==> config.mk <==
export PLATFORM = sky130hd
export DESIGN_NAME = hldq_fifo
export DESIGN_NICKNAME = d
export VERILOG_FILES = /design/src/rtl/hub_label_distance_query_assert.svh /design/src/rtl/hldq_fifo.sv
export SDC_FILE = /design/constraint.sdc
export NUM_CORES = 1
export LEC_CHECK = 0
export BUFFER_PORTS_ARGS = -buffer_cell sky130_fd_sc_hd__clkbuf_2
export CORE_MARGIN = 2
export CORE_UTILIZATION = 30
export CTS_BUF_LIST = sky130_fd_sc_hd__clkbuf_4
export CTS_CLUSTER_DIAMETER = 30
export DETAILED_ROUTE_END_ITERATION = 16
export SYNTH_ARGS = -nofsm -noshare
export SYNTH_HDL_FRONTEND = slang
export SYNTH_SLANG_ARGS = --single-unit
==> constraint.sdc <==
create_clock -name clk -period 3.2 [get_ports clk]
set_input_delay 0.32 -clock clk [delete_from_list [all_inputs] [get_ports clk]]
set_output_delay 0.32 -clock clk [all_outputs]
set_load 0.005 [all_outputs]
==> src/rtl/hub_label_distance_query_assert.svh <==
// Assertion macros for the hub label query RTL.
// Included by hldq_back, which checks its own control logic; no other dependencies.
`ifndef HUB_LABEL_DISTANCE_QUERY_ASSERT_SVH
`define HUB_LABEL_DISTANCE_QUERY_ASSERT_SVH
`ifndef SYNTH
// Same-cycle implication, disabled while reset is high.
`define HLDQ_ASSERT_IMP(name, ck, rs, pre, post) \
  name: assert property (@(posedge ck) disable iff (rs) (pre) |-> (post)) \
    else $error("hub label query: check failed");
// Next-cycle implication, disabled while reset is high.
`define HLDQ_ASSERT_NEXT(name, ck, rs, pre, post) \
  name: assert property (@(posedge ck) disable iff (rs) (pre) |=> (post)) \
    else $error("hub label query: check failed");
`else
`define HLDQ_ASSERT_IMP(name, ck, rs, pre, post)
`define HLDQ_ASSERT_NEXT(name, ck, rs, pre, post)
`endif
`endif

==> src/rtl/hldq_fifo.sv <==
// Small register queue used between the parts of the hub label query block.
// Depends on nothing but its parameters.
`timescale 1ns / 1ps
`default_nettype none

module hldq_fifo #(
  parameter int WIDTH = 8,
  parameter int DEPTH = 2
) (
  input  logic             clk,
  input  logic             rst,
  input  logic             push,
  output logic             full,
  input  logic [WIDTH-1:0] wdata,
  input  logic             pop,
  output logic             empty,
  output logic [WIDTH-1:0] rdata
);

  localparam int AW = (DEPTH > 1) ? $clog2(DEPTH) : 1;
  localparam int CW = $clog2(DEPTH + 1);

  logic [WIDTH-1:0] mem [DEPTH];
  logic [AW-1:0]    wr_ptr;
  logic [AW-1:0]    rd_ptr;
  logic [CW-1:0]    count;
  logic             do_push;
  logic             do_pop;

  assign full    = (count == CW'(DEPTH));
  assign empty   = (count == '0);
  assign do_push = push && !full;
  assign do_pop  = pop && !empty;
  assign rdata   = mem[rd_ptr];

  always_ff @(posedge clk) begin
    if (rst) begin
      wr_ptr <= '0;
      rd_ptr <= '0;
      count  <= '0;
    end else begin
      if (do_push) begin
        wr_ptr <= (wr_ptr == AW'(DEPTH - 1)) ? '0 : wr_ptr + 1'b1;
      end
      if (do_pop) begin
        rd_ptr <= (rd_ptr == AW'(DEPTH - 1)) ? '0 : rd_ptr + 1'b1;
      end
      if (do_push && !do_pop) begin
        count <= count + 1'b1;
      end else if (do_pop && !do_push) begin
        count <= count - 1'b1;
      end
    end
  end

  always_ff @(posedge clk) begin
    if (do_push) begin
      mem[wr_ptr] <= wdata;
    end
  end

endmodule

`default_nettype wire

==> flow_summary.yaml <==
run_status:
  status: "completed"
pwr:
  pwr-share-comb: 0.276
  power.switching_uw: 195
  vdd_drop_max_mv: 0.305
  power.internal_uw: 500
  clockPowerShare: 0.174
  swShare: 0.281
  p_seq_frac: 0.550
  cellLeakagePower_uw: 0.000385
  power.density_nw_per_um2: 725
grt:
  grt_pass1_vias: 481
  antenna_found_initial: 0
  grt_use_total: 0.0881
  grt_max_degree: 13
  grt_pass1_wl_mm: 2.08
  grt.overflow.total: 0
clock_network:
  cts_resized: 0
  htree_levels: 1
  post_cts_buffers: 0
  clk_latency_ps: 290
  cts_tree: "done"
  cts.clk_slew.worst_paths_ps: 110
  clock_sinks: 21
  cts_buffers: 3
  cts-root-buf: "clkbuf_4"
  hold_buffers: 0
  clockBufferDepth: 2
worst_setup_path:
  worstPathArrival_ps: 1330
  cp_num_buf_inv: 1
  cp.depth: 2
  worstPathRequired_ps: 2880
  rr_endpoint: "count[1]"
  r2r_start: "count[0]"
  crit_family: "flip-flops"
  slowest_delay_ps: 550
  cpMaxStageDelayCell: "dfxtp_1"
  end_kind: "output pin"
  crit_fanout: 8
  crit_chain: "mux2_2 > clkbuf_2"
  critPathLaunchType: "flop"
  critical_path_class: "flop to output pin"
  ff2ff_path_depth: 4
  reg2reg_slack_ps: 1640
logic_synthesis:
  syn_area_sq_um: 793
  yosysSeqAreaShare: 0.732
  ys_seq_elements: 21
  ys_types: 13
  mappedNetlistNets: 63
  syn_avg_cell_area_sq_um: 15.9
  syn_inst: 50
  ys_warn_count: 0
placed_design:
  dp_cells: 100
  pre_cts_ws_ps: 1650
  place_congestion: 0.654
  hpwl_um: 873
  port_buffers: 21
timing:
  hold_violations: 0
  finalSetupTns_ps: 0
  post-route-period-util: 0.514
  fin_crit_ps: 1650
  fin_ws_ps: 1550
  clock_skew_ps: 3.69
  grt_setup_unrepaired: "false"
  hold_slack_ps: 211
  tightestPinTransition_ps: 397
  max_freq_mhz: 608
  slew_headroom: 0.735
  finalSetupViolCount: 0
  slew_viol_final: 0
finish:
  final_nets: 88
  antenna_cells: 0
  layout_common_cells: "21 x clkbuf_2, 16 x edfxtp_1, 8 x mux2_2"
  final_core_util: 0.383
  ff_latch_area_sq_um: 581
  layout.cells.non_filler: 104
  synthToLayoutAreaGrowth_pct: 20.8
  multi_input_area_sq_um: 200
  drive_above_1_share: 0.459
  fillers: 252
  final_common_cell: "clkbuf_2"
drt:
  dr.pass1.iters: 2
  vias_per_cell: 4.34
  wl_mm: 1.19
  wl_met1_um: 553
  dr.first_iter.drc_count: 1
  num_vias: 451
  drc: 0
  route.detailed.wl_per_inst_um: 11.4
  maxUsedRoutingLayer: "met3"
  met2_length_um: 536
  ant_nets: 0
  wl_met3_um: 97
floorplan:
  rows: 18
  die_y_um: 55.4
  core_area_sq_um: 2500
  die_x_um: 55.4
  initial_core_util: 0.317
  die-area_sq_um: 3070
  io_pins: 22
worst_hold_path:
  hold_class: "input pin to flop"
  holdCritStartpoint: "wdata[2]"
  min_to: "mem[1][2]"
  min_path_cells: 1
run:
  cap_violations: 0
[cell usage after synthesis]
master,instances,share of area
or3_1,2,0.016
buf_2,1,0.0063
nor2b_2,1,0.011
dfxtp_1,5,0.13
xor2_1,3,0.033
ha_1,1,0.016
edfxtp_1,16,0.61
a21oi_1,2,0.013
nor2_1,5,0.024
inv_1,2,0.0095
and2_1,1,0.0079
mux2_2,8,0.11
o21ai_0,3,0.019
[through the flow]
step	cell area [sq um]	power [uW]
floorplan	793	513
finish	958	695
global route	958	754
detailed placement	931	587
CTS	958	712
global placement	931	583
[worst max-delay path by stage]
stage,from,slack (ps),end
floorplan,count[0],1740,count[1]
global placement,count[0],1700,count[1]
detailed placement,count[0],1650,count[1]
CTS,flop,1510,rdata[2]
global route,flop,1440,rdata[5]
finish,flop,1550,rdata[3]
[cell type report]
class	count	area share
inverters	2	0.00783
clock buffers	3	0.0235
clock inverters	1	0.00522
flip-flops and latches	21	0.606
multi-input cells	26	0.209
well taps	30	0.0392
repair buffers	21	0.110
[logic make-up (layout without fill, tap and decap cells)]
family | Yosys count | in the layout | synth area share
DFF | 21 | 21 | 0.732
and+or+nand+nor | 9 | 9 | 0.0584
muxes | 8 | 8 | 0.114
AOI/OAI and AO/OA | 5 | 5 | 0.0315
xor gates and xnor gates | 3 | 3 | 0.0331
buffers and inverters | 3 | 27 | 0.0158
adders and majority gates | 1 | 1 | 0.0158
[state kept, by name (all words and copies together) (netlist names), named ones only]
register  cells
count         2
mem          16
rd_ptr        1
wr_ptr        1
[layer usage]
layer  vias to the layer above  global-route usage
met5                         -                   0
met4                         0              0.0418
met3                         0              0.0398
met2                        16               0.129
met1                       206               0.110
li1                        229                   -
[power groups by stage]
stage	Clock (uW)	Combinational (uW)	Sequential, uW
2_1_floorplan	0	142	371
3_3_place_gp	0	195	388
3_5_place_dp	0	197	390
4_1_cts	130	198	384
5_1_grt	143	222	389
6_report	121	192	382
Power figures use the tool's default switching activity.
